[src/design/bmp24_pkg.sv]
// Shared types, constants and header offsets of the 24-bit BMP stream parser.
package bmp24_pkg;

  localparam int unsigned DIM_BITS = 16;
  localparam int unsigned W3_W     = DIM_BITS + 2;
  localparam int unsigned PROD_W   = 2 * DIM_BITS - 1;
  localparam int unsigned CMP_W    = (PROD_W > 32) ? PROD_W : 32;

  localparam logic [31:0] POS_SIG    = 32'd1;
  localparam logic [31:0] POS_OFFSET = 32'd13;
  localparam logic [31:0] POS_HSIZE  = 32'd17;
  localparam logic [31:0] POS_WIDTH  = 32'd21;
  localparam logic [31:0] POS_HEIGHT = 32'd25;
  localparam logic [31:0] POS_PLANES = 32'd27;
  localparam logic [31:0] POS_DEPTH  = 32'd29;
  localparam logic [31:0] POS_COMP   = 32'd33;

  localparam logic [15:0] SIGNATURE_BM = 16'h4D42;
  localparam logic [31:0] MIN_OFFSET   = 32'd34;
  localparam logic [31:0] INFO_SIZE    = 32'd40;
  localparam logic [15:0] NUM_PLANES   = 16'd1;
  localparam logic [15:0] BIT_DEPTH    = 16'd24;
  localparam logic [31:0] BI_RGB       = 32'd0;
  localparam logic [1:0]  IDX_LAST     = 2'd2;

  typedef enum logic [1:0] {
    PH_HEADER,
    PH_DATA,
    PH_DONE,
    PH_ERROR
  } phase_e;

  typedef enum logic [3:0] {
    ERR_NONE        = 4'd0,
    ERR_SIGNATURE   = 4'd1,
    ERR_OFFSET      = 4'd2,
    ERR_HDR_SIZE    = 4'd3,
    ERR_PLANES      = 4'd4,
    ERR_DEPTH       = 4'd5,
    ERR_COMPRESSION = 4'd6,
    ERR_SIZE        = 4'd7,
    ERR_TOO_LARGE   = 4'd8,
    ERR_TRUNCATED   = 4'd9
  } err_e;

  typedef struct packed {
    logic [7:0] data_byte;
    logic       end_of_file;
  } in_item_t;

  typedef struct packed {
    logic [7:0]  chan_first;
    logic [7:0]  chan_second;
    logic [7:0]  chan_third;
    logic [15:0] pixel_row;
    logic [15:0] pixel_col;
    logic        last_pixel;
    err_e        error_code;
  } result_t;

endpackage

[src/design/bmp24_in_stage.sv]
// Input register that holds one byte transfer until the parser takes it.
module bmp24_in_stage (
  input  logic               clk_i,
  input  logic               rst_ni,
  input  logic               in_valid_i,
  output logic               in_stall_o,
  input  logic [7:0]         data_byte_i,
  input  logic               end_of_file_i,
  input  logic               take_i,
  output logic               item_valid_o,
  output bmp24_pkg::in_item_t item_o
);
  import bmp24_pkg::*;

  logic     valid_q, valid_d;
  in_item_t item_q, item_d;

  assign in_stall_o = valid_q & ~take_i;

  always_comb begin
    valid_d = valid_q;
    item_d  = item_q;
    if (!in_stall_o) begin
      valid_d = in_valid_i;
      if (in_valid_i) begin
        item_d.data_byte   = data_byte_i;
        item_d.end_of_file = end_of_file_i;
      end
    end
  end

  always_ff @(posedge clk_i or negedge rst_ni) begin
    if (!rst_ni) begin
      valid_q <= 1'b0;
    end else begin
      valid_q <= valid_d;
    end
  end

  always_ff @(posedge clk_i) begin
    item_q <= item_d;
  end

  assign item_valid_o = valid_q;
  assign item_o       = item_q;

endmodule

[src/design/bmp24_parse.sv]
// Header checks, pixel grouping and position counters of the BMP parser.
module bmp24_parse (
  input  logic                clk_i,
  input  logic                rst_ni,
  input  logic                cfg_we_i,
  input  logic [31:0]         cfg_wdata_i,
  input  logic                fire_i,
  input  bmp24_pkg::in_item_t item_i,
  output logic                res_valid_o,
  output bmp24_pkg::result_t  res_o
);
  import bmp24_pkg::*;

  phase_e              phase_q, phase_d, phase_mid;
  logic [31:0]         file_len_q;
  logic [31:0]         pos_q, pos_d;
  logic [31:0]         offset_q, offset_d;
  logic [31:0]         hw_q, hw_d, hw_next;
  logic [DIM_BITS-1:0] width_q, width_d;
  logic [DIM_BITS-1:0] height_q, height_d;
  logic [DIM_BITS-1:0] row_q, row_d;
  logic [DIM_BITS-1:0] col_q, col_d;
  logic [1:0]          idx_q, idx_d;
  logic [15:0]         held_q, held_d;
  logic [1:0]          pad_q, pad_d;
  logic [PROD_W-1:0]   prod_q;
  logic [W3_W-1:0]     w3;
  logic [DIM_BITS:0]   col_inc, row_inc;
  logic                in_data, pix_emit, col_wrap, row_wrap, last_pix;
  err_e                hdr_code, code;

  assign hw_next = {item_i.data_byte, hw_q[31:8]};

  // The size product is refreshed every cycle and is settled long before the last header byte.
  assign w3 = W3_W'(width_q) + W3_W'({width_q, 1'b0});

  always_ff @(posedge clk_i) begin
    prod_q <= PROD_W'(w3[W3_W-1:3]) * PROD_W'(height_q);
  end

  always_comb begin
    hdr_code = ERR_NONE;
    if (phase_q == PH_HEADER) begin
      case (pos_q)
        POS_SIG: begin
          if (hw_next[31:16] != SIGNATURE_BM) hdr_code = ERR_SIGNATURE;
        end
        POS_OFFSET: begin
          if (hw_next > file_len_q || hw_next < MIN_OFFSET) hdr_code = ERR_OFFSET;
        end
        POS_HSIZE: begin
          if (hw_next != INFO_SIZE) hdr_code = ERR_HDR_SIZE;
        end
        POS_WIDTH, POS_HEIGHT: begin
          if (|hw_next[31:DIM_BITS]) hdr_code = ERR_TOO_LARGE;
        end
        POS_PLANES: begin
          if (hw_next[31:16] != NUM_PLANES) hdr_code = ERR_PLANES;
        end
        POS_DEPTH: begin
          if (hw_next[31:16] != BIT_DEPTH) hdr_code = ERR_DEPTH;
        end
        POS_COMP: begin
          if (hw_next != BI_RGB) begin
            hdr_code = ERR_COMPRESSION;
          end else if (CMP_W'(prod_q) > CMP_W'(file_len_q)) begin
            hdr_code = ERR_SIZE;
          end
        end
        default: begin
          hdr_code = ERR_NONE;
        end
      endcase
    end
  end

  assign in_data  = (phase_q == PH_DATA) && (pos_q >= offset_q);
  assign pix_emit = in_data && (pad_q == 2'd0) && (idx_q == IDX_LAST);
  assign col_inc  = (DIM_BITS + 1)'(col_q) + 1'b1;
  assign row_inc  = (DIM_BITS + 1)'(row_q) + 1'b1;
  assign col_wrap = col_inc >= (DIM_BITS + 1)'(width_q);
  assign row_wrap = row_inc >= (DIM_BITS + 1)'(height_q);
  assign last_pix = pix_emit && col_wrap && row_wrap;

  always_comb begin
    phase_mid = phase_q;
    if (phase_q == PH_HEADER && pos_q == POS_COMP && hdr_code == ERR_NONE) begin
      phase_mid = (width_q != '0 && height_q != '0) ? PH_DATA : PH_DONE;
    end else if (last_pix) begin
      phase_mid = PH_DONE;
    end
  end

  always_comb begin
    phase_d = phase_q;
    if (fire_i) begin
      if (item_i.end_of_file) begin
        phase_d = PH_HEADER;
      end else if (hdr_code != ERR_NONE) begin
        phase_d = PH_ERROR;
      end else begin
        phase_d = phase_mid;
      end
    end
  end

  always_comb begin
    code = hdr_code;
    if (hdr_code == ERR_NONE && item_i.end_of_file &&
        (phase_mid == PH_HEADER || phase_mid == PH_DATA)) begin
      code = ERR_TRUNCATED;
    end
  end

  always_comb begin
    pos_d    = pos_q;
    offset_d = offset_q;
    hw_d     = hw_q;
    width_d  = width_q;
    height_d = height_q;
    row_d    = row_q;
    col_d    = col_q;
    idx_d    = idx_q;
    held_d   = held_q;
    pad_d    = pad_q;
    if (fire_i) begin
      if (pos_q != '1) pos_d = pos_q + 32'd1;
      if (phase_q == PH_HEADER) begin
        hw_d = hw_next;
        if (pos_q == POS_OFFSET) offset_d = hw_next;
        if (pos_q == POS_WIDTH && hdr_code == ERR_NONE) width_d = hw_next[DIM_BITS-1:0];
        if (pos_q == POS_HEIGHT && hdr_code == ERR_NONE) height_d = hw_next[DIM_BITS-1:0];
      end else if (in_data) begin
        if (pad_q != 2'd0) begin
          pad_d = pad_q - 2'd1;
        end else if (idx_q != IDX_LAST) begin
          if (idx_q == 2'd0) begin
            held_d = {8'd0, item_i.data_byte};
          end else begin
            held_d[15:8] = item_i.data_byte;
          end
          idx_d = idx_q + 2'd1;
        end else begin
          idx_d = 2'd0;
          if (col_wrap) begin
            col_d = '0;
            if (!row_wrap) begin
              row_d = row_q + 1'b1;
              pad_d = width_q[1:0];
            end
          end else begin
            col_d = col_q + 1'b1;
          end
        end
      end
      if (item_i.end_of_file) begin
        pos_d    = '0;
        offset_d = '0;
        hw_d     = '0;
        width_d  = '0;
        height_d = '0;
        row_d    = '0;
        col_d    = '0;
        idx_d    = '0;
        held_d   = '0;
        pad_d    = '0;
      end
    end
  end

  always_comb begin
    res_valid_o = fire_i && (pix_emit || code != ERR_NONE);
    res_o       = '0;
    if (code != ERR_NONE) begin
      res_o.error_code = code;
    end else begin
      res_o.chan_first  = held_q[7:0];
      res_o.chan_second = held_q[15:8];
      res_o.chan_third  = item_i.data_byte;
      res_o.pixel_row   = 16'(row_q);
      res_o.pixel_col   = 16'(col_q);
      res_o.last_pixel  = last_pix;
      res_o.error_code  = ERR_NONE;
    end
  end

  always_ff @(posedge clk_i or negedge rst_ni) begin
    if (!rst_ni) begin
      phase_q    <= PH_HEADER;
      file_len_q <= '0;
      pos_q      <= '0;
      offset_q   <= '0;
      hw_q       <= '0;
      width_q    <= '0;
      height_q   <= '0;
      row_q      <= '0;
      col_q      <= '0;
      idx_q      <= '0;
      held_q     <= '0;
      pad_q      <= '0;
    end else begin
      phase_q    <= phase_d;
      if (cfg_we_i) file_len_q <= cfg_wdata_i;
      pos_q      <= pos_d;
      offset_q   <= offset_d;
      hw_q       <= hw_d;
      width_q    <= width_d;
      height_q   <= height_d;
      row_q      <= row_d;
      col_q      <= col_d;
      idx_q      <= idx_d;
      held_q     <= held_d;
      pad_q      <= pad_d;
    end
  end

endmodule

[src/design/bmp24_out_stage.sv]
// Result register that holds one pixel or error transfer for the receiver.
module bmp24_out_stage (
  input  logic               clk_i,
  input  logic               rst_ni,
  input  logic               load_i,
  input  bmp24_pkg::result_t res_i,
  output logic               free_o,
  output logic               out_valid_o,
  input  logic               out_stall_i,
  output bmp24_pkg::result_t res_o
);
  import bmp24_pkg::*;

  logic    valid_q, valid_d;
  result_t res_q;

  assign free_o = ~valid_q | ~out_stall_i;

  always_comb begin
    valid_d = valid_q;
    if (free_o) valid_d = load_i;
  end

  always_ff @(posedge clk_i or negedge rst_ni) begin
    if (!rst_ni) begin
      valid_q <= 1'b0;
    end else begin
      valid_q <= valid_d;
    end
  end

  always_ff @(posedge clk_i) begin
    if (free_o && load_i) res_q <= res_i;
  end

  assign out_valid_o = valid_q;
  assign res_o       = res_q;

endmodule

[src/design/bmp24_stream_parser.sv]
// Top level of the 24-bit BMP stream parser.
// The parser takes one file byte per transfer and can accept a byte in every cycle unless the
// input is stalled. A byte goes into an input register and is parsed combinationally once the
// output register is free; its result, if any, is loaded into the output register. When the
// receiver stalls a waiting result, the input register fills and then the input stalls too.
// One result is given per completed pixel, and an error result (all other fields zero) reports
// the first header problem or a stream that ends early. The end-of-file flag rearms the parser
// for the next file; file_length is kept.
module bmp24_stream_parser (
  input  logic        clk_i,
  input  logic        rst_ni,
  input  logic        cfg_we_i,
  input  logic [31:0] cfg_wdata_i,
  input  logic        in_valid_i,
  output logic        in_stall_o,
  input  logic [7:0]  data_byte_i,
  input  logic        end_of_file_i,
  output logic        out_valid_o,
  input  logic        out_stall_i,
  output logic [7:0]  chan_first_o,
  output logic [7:0]  chan_second_o,
  output logic [7:0]  chan_third_o,
  output logic [15:0] pixel_row_o,
  output logic [15:0] pixel_col_o,
  output logic        last_pixel_o,
  output logic [3:0]  error_code_o
);
  import bmp24_pkg::*;

  logic     item_valid, out_free, fire, res_valid;
  in_item_t item;
  result_t  res, res_out;

  assign fire = item_valid & out_free;

  bmp24_in_stage u_in (
    .clk_i         (clk_i),
    .rst_ni        (rst_ni),
    .in_valid_i    (in_valid_i),
    .in_stall_o    (in_stall_o),
    .data_byte_i   (data_byte_i),
    .end_of_file_i (end_of_file_i),
    .take_i        (out_free),
    .item_valid_o  (item_valid),
    .item_o        (item)
  );

  bmp24_parse u_parse (
    .clk_i       (clk_i),
    .rst_ni      (rst_ni),
    .cfg_we_i    (cfg_we_i),
    .cfg_wdata_i (cfg_wdata_i),
    .fire_i      (fire),
    .item_i      (item),
    .res_valid_o (res_valid),
    .res_o       (res)
  );

  bmp24_out_stage u_out (
    .clk_i       (clk_i),
    .rst_ni      (rst_ni),
    .load_i      (res_valid),
    .res_i       (res),
    .free_o      (out_free),
    .out_valid_o (out_valid_o),
    .out_stall_i (out_stall_i),
    .res_o       (res_out)
  );

  assign chan_first_o  = res_out.chan_first;
  assign chan_second_o = res_out.chan_second;
  assign chan_third_o  = res_out.chan_third;
  assign pixel_row_o   = res_out.pixel_row;
  assign pixel_col_o   = res_out.pixel_col;
  assign last_pixel_o  = res_out.last_pixel;
  assign error_code_o  = res_out.error_code;

  a_stall_only_when_blocked: assert property (@(posedge clk_i) disable iff (!rst_ni)
    in_stall_o |-> (item_valid && out_valid_o && out_stall_i))
    else $error("input stalled while the result register could move");

  a_error_clears_pixel: assert property (@(posedge clk_i) disable iff (!rst_ni)
    (out_valid_o && error_code_o != ERR_NONE) |->
      (chan_first_o == 8'd0 && chan_second_o == 8'd0 && chan_third_o == 8'd0 &&
       pixel_row_o == 16'd0 && pixel_col_o == 16'd0 && !last_pixel_o))
    else $error("error transfer carries pixel data");

  a_code_in_range: assert property (@(posedge clk_i) disable iff (!rst_ni)
    out_valid_o |-> (error_code_o <= ERR_TRUNCATED))
    else $error("error code out of range");

  a_fire_needs_item: assert property (@(posedge clk_i) disable iff (!rst_ni)
    res_valid |-> item_valid)
    else $error("result produced without a held input byte");

endmodule
[config.mk]
export PLATFORM = sky130hd
export DESIGN_NAME = bmp24_stream_parser
export DESIGN_NICKNAME = d
export VERILOG_FILES = /design/src/design/bmp24_pkg.sv /design/src/design/bmp24_in_stage.sv /design/src/design/bmp24_parse.sv /design/src/design/bmp24_out_stage.sv /design/src/design/bmp24_stream_parser.sv
export SDC_FILE = /design/constraint.sdc
export NUM_CORES = 1
export LEC_CHECK = 0
export BUFFER_PORTS_ARGS = -buffer_cell sky130_fd_sc_hd__buf_4
export CAP_MARGIN = 20
export CORE_MARGIN = 1.5
export CORE_UTILIZATION = 30
export DETAILED_ROUTE_END_ITERATION = 10
export HOLD_SLACK_MARGIN = 0.12
export PLACE_DENSITY = 0.42
export SLEW_MARGIN = 20
export SYNTH_ARGS = -nofsm -noshare
export SYNTH_HDL_FRONTEND = slang
export SYNTH_SLANG_ARGS = --single-unit
[constraint.sdc]
create_clock -name clk_i -period 11.45 [get_ports clk_i]
set_clock_uncertainty 0.2 [all_clocks]
set_input_delay 2.29 -clock clk_i [delete_from_list [all_inputs] [get_ports clk_i]]
set_output_delay 2.29 -clock clk_i [all_outputs]
set_load 0.02 [all_outputs]
==> summary.txt, run 1 <==
Synthesis
  – Ys async rst share: 67.3%
  – Avg Cell Area, Syn: 9.48 µm²
  – Flops & latches, synth: 309
  – Post-Syn Area: 0.0243 mm²
  – Ys flop type: dfrtp_1
  – Synth unique cells: 78
  – Seq/Total Area, Yosys: 32.7%
  – Synth warn: 0
  – Gate Count Post-Synth: 2560
  – Number of flops mapped to enable cells by yosys: 70
  – Mapped Nets: 3034

Critical path
  – Setup CP Type: flop to flop
  – Max incr delay on CP: 0.56 ns
  – Setup crit start kind: flop
  – Crit Path Max Fanout: 16
  – Worst EP arrival: 8.98 ns
  – Worst EP required: 11.71 ns
  – Slowest-stage cell, CP: fa_1
  – Flop-to-flop setup slack: 2.73 ns
  – Crit. End Element: flop
  – CP dominant cell by count: fa_1

Drt
  – Metal2 WL: 33400 µm
  – Met3 wire len: 3620 µm
  – Top routing layer used: met4
  – Post-Route WL: 72400 µm
  – Vias: 18300
  – Via/cell ratio: 4.91
  – Drt initial violations: 1084
  – Wirelength per Cell: 19.4 µm
  – Post-DRT Antenna Nets: 0
  – Pre-Repair DR Iteration Count: 5
  – Post-route DRC: 0
  – WL met1: 33500 µm

Floorplan
  – Row cnt: 104
  – I/O pin count: 109
  – Die ar.: 0.0826 mm²
  – Starting Density: 30.2%
  – Core Area: 0.0803 mm²
  – Die W: 287 µm
  – Die height: 287 µm

STA
  – Crit path time final: 8.72 ns
  – RSZ-0062 raised after global routing: no
  – Worst Slack Setup Final: 2.73 ns
  – Max-slew headroom: 27.4%
  – Fmax: 115 MHz
  – Final setup violation count: 0
  – Setup TNS: 0 ns
  – Slew Limit Fails: 0
  – Worst slew pin tran: 1.08 ns
  – Hold Slack: 0.280 ns
  – Final Hold Violating Endpoints: 0
  – Final Cycle Share: 76.1%

Clock tree
  – CTS Buf Count: 40
  – CTS tree: yes
  – Longest Clk Path Bufs: 3
  – Clock slew at reported path FFs: 0.07 ns
  – CTS resizes: 0
  – Post-cts hold buffer count: 0
  – Max H-tree Level: 2
  – Clock sink count: 309
  – Clk Latency, worst-skew pair: 0.58 ns
  – Root Driver: clkbuf_16
  – Setup Buffers After CTS: 0

Place
  – GP Congestion: 0.866
  – Port Buf Inserts: 108
  – Setup WS pre-CTS: 2.71 ns
  – Placed wire-length estimate: 55300 µm

Pwr
  – Power Dens Cells: 129 mW/mm²
  – Cell leakage power: 13.2 nW
  – Worst IR drop on VDD: 0.000108 V
  – Power Total: 3.56 mW

Final layout
  – Reg area: 0.00793 mm²
  – Final Util: 34.4%
  – # fillers: 8180
  – Area delta synth->final: 13.9%
  – Antenna Cells: 0
  – Multi-input logic area: 0.0148 mm²
  – Share of cells above drive strength 1: 8.69%
  – Total Nets Final: 3113

GRT
  – GRT overflow: 0
  – Vias in the first global route: 19000
  – Initial antenna violation count: 2
  – Largest net degree at the start of global routing: 82
  – Overall global routing resource usage: 18.1%
  – Global-route wire length before repair: 115000 µm

Job
  – Max Cap Viol: 0

Status
  – Status: finished clean

Worst hold path
  – Hold Path Class: flop to flop
## worst paths after layout
| path | start | endpoint | depth (start not counted) |
|---|---|---|---|
| min in group asynchronous | rst_ni | u_parse.offset_q[26] | 1 |
| max in group asynchronous | rst_ni | u_parse.row_q[7] | 2 |
| setup / recovery | u_parse.width_q[1] | u_parse.prod_q[30] | 30 |
| setup reg to reg | u_parse.width_q[1] | u_parse.prod_q[30] | 30 |
| hold reg to reg | u_parse.offset_q[6] | u_parse.offset_q[6] | 2 |
| hold / removal | u_parse.offset_q[6] | u_parse.offset_q[6] | 2 |
## per-layer routing
layer	vias up	global-route usage (%)
li1	8783	-
met1	9057	25.2
met2	390	29.2
met3	84	2.59
met4	0	4.91
met5	-	0
## power breakdown
| part | leakage, nW | internal (mW) | total [mW] | switching [mW] |
|---|---|---|---|---|
| combinational | 8.85 | 0.300 | 0.857 | 0.557 |
| clock | 0.635 | 0.768 | 1.30 | 0.533 |
| sequential | 3.70 | 1.27 | 1.40 | 0.139 |
## sequential cells by signal, summed over array words and instances, names as in the netlist
signal	flops
u_parse.file_len_q	32
u_parse.held_q	16
u_out.out_valid_o	1
u_parse.pad_q	2
u_out.res_o	61
u_in.item_valid_o	1
u_parse.phase_q	2
u_parse.pos_q	32
u_parse.width_q	16
u_in.item_o	9
u_parse.prod_q	31
u_parse.offset_q	32
u_parse.hw_q	24
u_parse.col_q	16
u_parse.height_q	16
u_parse.idx_q	2
u_parse.row_q	16
## worst max-delay path, delay by kind of cell, from the launching register on
kind            cells  cell delay (ns)
fa+ha+maj           8             3.82
compound gates     11             2.50
simple gates        5             0.92
buf+inv             4             0.43
flops               1             0.41
xor+xnor            2             0.33
## stage by stage
stage	area, µm²	cells
floorplan	24300	2560
global placement	26300	3657
detailed placement	26300	3657
CTS	27600	3731
global route	27600	3731
finish	27600	3731
## cells in the mapped netlist (16+ instances only)
cell type,count,area share (%)
edfxtp_1,70,8.7
nand2_1,322,5.0
nor4_1,23,0.59
xor2_1,45,1.6
dfrtp_1,208,21
dfxtp_1,31,2.6
ha_1,248,13
o21ai_0,160,3.3
and2_1,174,4.5
a21o_1,23,0.71
a21oi_1,82,1.7
clkbuf_1,84,1.3
and4_1,17,0.61
nor2_1,106,1.6
nand4_1,37,0.95
xnor2_1,46,1.7
fa_1,180,15
inv_1,324,5.0
and3_1,25,0.64
nand3_1,62,1.3
a211oi_1,16,0.49
a22o_1,42,1.5
nor3_1,36,0.74
## layout by cell type, fill, tap and decap left out, drive strengths merged, types with 15 or more instances in the layout
cell,n
nor3,38
a22o,42
and2,175
fa,180
nor4,23
dfxtp,31
nand3,62
nand4,37
xor2,45
ha,248
o21ai,163
o22ai,15
clkbuf,58
and3,25
and4,17
a21oi,82
edfxtp,70
inv,327
dfrtp,208
buf,131
nor2,107
nand2,322
xnor2,46
a21o,23
a211oi,17
## area by class of cell
cell class	count	area share (%)
Clock buffer	58	4.13
Sequential cell	309	28.7
Inverter	325	4.41
Clock inverter	16	0.738
Multi-Input combinational cell	1832	53.6
Timing Repair Buffer	131	3.60
Tap cell	1060	4.80
## cell families after synthesis
group / count (synthesis) / synth area share, %
and+or+nand+nor: 864 / 17.9
AOI/OAI and AO/OA: 434 / 11.2
adders and majority gates: 428 / 27.6
buffers and inverters: 419 / 6.60
DFF: 309 / 32.7
xor gates and xnor gates: 91 / 3.28
muxes: 15 / 0.691
Power figures use the tool's default switching activity.
==> inputs of run 2 (changes only) <==
==> constraint.sdc (replaced) <==
create_clock -name clk_i -period 8.6 [get_ports clk_i]
set_clock_uncertainty 0.2 [all_clocks]
set_input_delay 1.72 -clock clk_i [delete_from_list [all_inputs] [get_ports clk_i]]
set_output_delay 1.72 -clock clk_i [all_outputs]
set_load 0.02 [all_outputs]
==> run 2 against run 1 <==
First-iteration DRC count is 0.55% higher. Power is 33% higher. Non-clock buffer count is 22 higher. Worst hold slack worse by 0.013 ns. Critical path depth stayed put. Via count is 0.71% higher. Global-route usage is 0.13 points lower. Sequential share of layout area is 0.20 points lower.
==> summary.txt, run 2 (synthesis results as in run 1) <==
Clock tree
  – Clk Latency, worst-skew pair: 0.58 ns
  – CTS Buf Count: 39
  – Clock sink count: 309
  – CTS tree: yes
  – Post-cts hold buffer count: 0
  – Max H-tree Level: 2
  – Root Driver: clkbuf_16
  – Setup Buffers After CTS: 0
  – Longest Clk Path Bufs: 3
  – Clock slew at reported path FFs: 0.06 ns

GRT
  – Overall global routing resource usage: 17.9%
  – Vias in the first global route: 18800
  – Initial antenna violation count: 2
  – GRT overflow: 0
  – Global-route wire length before repair: 114000 µm
  – Largest net degree at the start of global routing: 81

Critical path
  – Worst EP required: 8.85 ns
  – Worst Path Buf+Inv: 4
  – CP startpoint: u_parse.width_q[2]
  – CP dominant cell by count: fa_1
  – Setup CP Type: flop to flop
  – Family with the most delay on the worst path: adder cells
  – Max incr delay on CP: 0.56 ns
  – Crit. End Element: flop
  – Crit Path Max Fanout: 5
  – Slowest-stage cell, CP: fa_1
  – Setup crit start kind: flop
  – Worst EP arrival: 8.43 ns
  – Reg2Reg Launch Point: u_parse.width_q[2]

Final layout
  – Antenna Cells: 0
  – Area delta synth->final: 14.7%
  – Share of cells above drive strength 1: 9.81%
  – Total Nets Final: 3134
  – Fin cells: 3750
  – Commonest non-fill, non-tap cell in the layout: inv_1
  – Commonest non-fill, non-tap cells in the layout: 324 x inv_1, 322 x nand2_1, 246 x ha_1
  – Flip-flop count of the largest register after layout: 61

Drt
  – Post-Route WL: 72700 µm
  – Via/cell ratio: 4.92
  – Pre-Repair DR Iteration Count: 5
  – Post-route DRC: 0
  – Vias: 18400
  – Wirelength per Cell: 19.4 µm
  – Post-DRT Antenna Nets: 0
  – Drt initial violations: 1090

STA
  – Final setup violation count: 0
  – Crit path time final: 8.18 ns
  – Fmax: 122 MHz
  – Worst Slack Setup Final: 0.420 ns
  – Final Cycle Share: 95.1%
  – Final Hold Violating Endpoints: 0
  – Slew Limit Fails: 0
  – Worst slew pin tran: 0.933 ns
  – Max-slew headroom: 37.8%
  – Hold Slack: 0.267 ns

Pwr
  – Switching Share: 34.2%
  – Power Dens Cells: 170 mW/mm²
  – Reg power frac: 39.3%
  – Cell leakage power: 13.3 nW
  – Worst IR drop on VDD: 0.000104 V
  – P_int: 3.12 mW
  – Comb pwr share: 24.5%
  – Clock power share: 36.2%
  – P_sw: 1.62 mW

Floorplan
  – Starting Density: 30.2%
  – Core Area: 0.0803 mm²
  – Die height: 287 µm
  – Die ar.: 0.0826 mm²
  – Die W: 287 µm
  – Row cnt: 104
  – I/O pin count: 109

Place
  – GP Congestion: 0.857
  – Placed wire-length estimate: 56500 µm
  – Cells after DPL: 3679
  – Setup WS pre-CTS: 0.0691 ns
  – Port Buf Inserts: 108

Worst hold path
  – Hold Path Class: flop to flop
  – Hold Path Origin: u_parse.offset_q[2]

Job
  – Max Cap Viol: 0

Status
  – Status: finished clean
run 2: per-layer routing:
layer,wire [µm],up-vias,track usage [%]
met5,0,-,0
met4,1770,0,4.64
met3,2490,84,1.84
met2,33800,334,28.9
met1,34700,9209,25.6
li1,-,8817,-
run 2: metrics by stage:
step           util, %  area, µm²  total power, mW  TNS [ns]
6_report          34.7      27800             4.74         0
5_1_grt           34.7      27800             5.01   -0.0425
4_1_cts           34.5      27700             4.81         0
3_5_place_dp      32.9      26400             3.06         0
3_3_place_gp      32.9      26400             3.03         0
2_1_floorplan        -      24300             2.56         0
run 2: worst min-delay path, stage by stage, from the launching register on:
cell and delay, ns:
dfrtp_1 0.34, nand2_1 0.05, nand2_1 0.05
run 2: path summary, 6_finish.rpt:
check,cells past startpoint,slack (ns),end
worst max-delay path,30,0.42,u_parse.prod_q[30]
worst max register to register,30,0.42,u_parse.prod_q[30]
worst min-delay path,2,0.27,u_parse.offset_q[2]
min in group asynchronous,1,0.88,u_parse.pos_q[31]
worst min register to register,2,0.27,u_parse.offset_q[2]
max in group asynchronous,2,5.94,u_parse.row_q[14]
run 2: final cells by class:
cell class,count,area [µm²]
well taps,1060,1330
clock inverters,15,241
clock buffers,56,1070
flip-flops and latches,309,7930
fillers,8120,52500
multi-input cells,1832,14900
repair buffers,153,1160
inverters,325,1220
run 2: repair_timing:
item                                    in CTS  in global routing
resized for setup                            1                 19
endpoints found under the setup margin       1                  8
cloned                                       0                  0
pin swaps                                    0                 11
run 2: power by group through the flow:
stage               Sequential [mW]  Combinational [mW]  Clock [mW]
CTS                            1.87                1.17        1.77
global placement               1.89                1.14           0
finish                         1.87                1.16        1.71
floorplan                      1.87               0.693           0
global route                   1.89                1.30        1.83
detailed placement             1.90                1.16           0
==> inputs of run 3 (changes only) <==
--- a/config.mk
+++ b/config.mk
@@ -12,6 +12,7 @@
 export DETAILED_ROUTE_END_ITERATION = 10
 export HOLD_SLACK_MARGIN = 0.12
 export PLACE_DENSITY = 0.42
+export RECOVER_POWER = 50
 export SLEW_MARGIN = 20
 export SYNTH_ARGS = -nofsm -noshare
 export SYNTH_HDL_FRONTEND = slang
==> run 3 against run 2 <==
The run now ends with max-capacitance violations, max-slew violations left. Highest routed layer unchanged. Worst hold slack about the same. Flip-flop and latch count stayed put. Core utilization shrank 0.28 points. Sequential power hardly changed.
==> summary.txt, run 3 (synthesis results as in run 1) <==
STA
  – Final Cycle Share: 95.1%
  – Fmax: 122 MHz
  – Max-slew headroom: -142%
  – Crit path time final: 8.18 ns
  – Slew Limit Fails: 319
  – Setup TNS: 0 ns
  – Final Hold Violating Endpoints: 0
  – Worst slew pin tran: 3.63 ns
  – Final setup violation count: 0

Clock tree
  – Longest Clk Path Bufs: 3
  – CTS Buf Count: 39
  – CTS tree: yes
  – Root Driver: clkbuf_16
  – Post-cts hold buffer count: 0
  – Clock slew at reported path FFs: 0.06 ns
  – Max H-tree Level: 2
  – Clk Latency, worst-skew pair: 0.59 ns
  – Clock sink count: 309

Floorplan
  – Die height: 287 µm
  – Row cnt: 104
  – Core Area: 0.0803 mm²
  – Starting Density: 30.2%
  – I/O pin count: 109
  – Die W: 287 µm
  – Die ar.: 0.0826 mm²

Place
  – Cells after DPL: 3679
  – GP Congestion: 0.857
  – Placed Area: 0.0264 mm²
  – Placed wire-length estimate: 56500 µm
  – Port Buf Inserts: 108

Drt
  – Post-route DRC: 0
  – Top routing layer used: met4
  – Pre-Repair DR Iteration Count: 5
  – Drt initial violations: 1097
  – Metal2 WL: 33800 µm
  – WL met1: 34600 µm
  – Via/cell ratio: 4.92
  – Post-DRT Antenna Nets: 0
  – Vias: 18500
  – Met3 wire len: 2560 µm
  – Wirelength per Cell: 19.4 µm
  – Post-Route WL: 72700 µm

Critical path
  – Setup CP Type: flop to flop
  – Crit. End Element: flop
  – Setup crit start kind: flop
  – Crit Path Max Fanout: 5
  – Worst EP arrival: 8.42 ns
  – Worst Path Buf+Inv: 4
  – CP dominant cell by count: fa_1
  – Max incr delay on CP: 0.56 ns
  – Family with the most delay on the worst path: adder cells
  – Worst EP required: 8.84 ns
  – Slowest-stage cell, CP: fa_1

Job
  – Max Cap Viol: 5

Status
  – Status: finished with violations
  – Violated checks: max-capacitance violations, max-slew violations

Final layout
  – Share of cells above drive strength 1: 7.77%
  – Fin cells: 3750
  – Commonest non-fill, non-tap cells in the layout: 324 x inv_1, 322 x nand2_1, 246 x ha_1
  – Final instance area: 0.0276 mm²
  – Flip-flop count of the largest register after layout: 61
  – Antenna Cells: 0
  – # fillers: 8163
  – Total Nets Final: 3134
  – Area delta synth->final: 13.8%
  – Commonest non-fill, non-tap cell in the layout: inv_1

GRT
  – Global-route wire length before repair: 114000 µm
  – GRT overflow: 0
  – Largest net degree at the start of global routing: 81
  – Vias in the first global route: 18800
  – Overall global routing resource usage: 17.9%
  – Initial antenna violation count: 2

Pwr
  – Reg power frac: 39.6%
  – Clock power share: 36.4%
  – Power Dens Cells: 171 mW/mm²
  – Cell leakage power: 13.1 nW
  – Worst IR drop on VDD: 0.000104 V
  – Comb pwr share: 24.0%
  – Switching Share: 34.4%
  – P_int: 3.09 mW
  – P_sw: 1.62 mW

Worst hold path
  – Hold Path Class: flop to flop
## run 3: cell types whose count changed in the layout (fill, tap and decap cells not counted), moves of 2 or more
cell / before / now
and2_1: 174 / 171
clkbuf_1: 14 / 68
clkbuf_4: 0 / 6
buf_4: 151 / 91
clkbuf_2: 0 / 2
and2_0: 1 / 4
## run 3: power by group through the flow
stage                     clock [mW]  combinational, mW  sequential [mW]
after floorplan                    0              0.693             1.87
after global placement             0               1.14             1.89
after detailed placement           0               1.16             1.90
after CTS                       1.77               1.17             1.87
after global routing            1.83               1.26             1.89
final                           1.71               1.13             1.86
## run 3: final timing paths
check / slack, ns / start / to / depth (start not counted)
max: 0.42 / u_parse.width_q[2] / u_parse.prod_q[30] / 30
min: 0.27 / u_parse.offset_q[2] / u_parse.offset_q[2] / 2
max reg2reg: 0.42 / u_parse.width_q[2] / u_parse.prod_q[30] / 30
min reg2reg: 0.27 / u_parse.offset_q[2] / u_parse.offset_q[2] / 2
max in group asynchronous: 2.59 / rst_ni / u_parse.file_len_q[30] / 2
min in group asynchronous: 2.17 / rst_ni / u_parse.pos_q[31] / 1
## run 3: timing repair
item,CTS,global route
pin swaps,0,11
resized for setup,1,19
hold endpoints to repair,0,0
endpoints found under the setup margin,1,8
buffers inserted,0,0
## run 3: stage by stage
| step | util [%] | hold WS [ns] | total power, mW | setup slack, ns |
|---|---|---|---|---|
| 2_1_floorplan | - | 0.239 | 2.56 | 0.548 |
| 3_3_place_gp | 32.9 | 0.255 | 3.03 | 0.0366 |
| 3_5_place_dp | 32.9 | 0.257 | 3.06 | 0.0691 |
| 4_1_cts | 34.5 | 0.270 | 4.81 | 0.119 |
| 5_1_grt | 34.4 | 0.297 | 4.98 | -0.0278 |
| 6_report | 34.4 | 0.267 | 4.71 | 0.421 |
## run 3: worst register-to-register path, delay by kind of cell, from the launching register on
family | cells | cell delay, ns
fa+ha+maj | 8 | 3.69
compound gates | 11 | 2.29
simple gates | 5 | 0.75
flops | 1 | 0.42
xor+xnor | 2 | 0.36
buf+inv | 4 | 0.36
## run 3: metal layers
metal  global-route usage (%)  up-vias
li1                         -     8824
met1                     25.6     9198
met2                     28.9      351
met5                        0        -
met3                     1.84       80
met4                     4.64        0
## run 3: final cells by class
cell class | instances | area, µm² | area share (%)
multi-input cells | 1832 | 14900 | 53.9
flip-flops and latches | 309 | 7930 | 28.7
well taps | 1060 | 1330 | 4.80
inverters | 325 | 1220 | 4.42
clock buffers | 56 | 1070 | 3.87
repair buffers | 153 | 941 | 3.41
clock inverters | 15 | 241 | 0.875
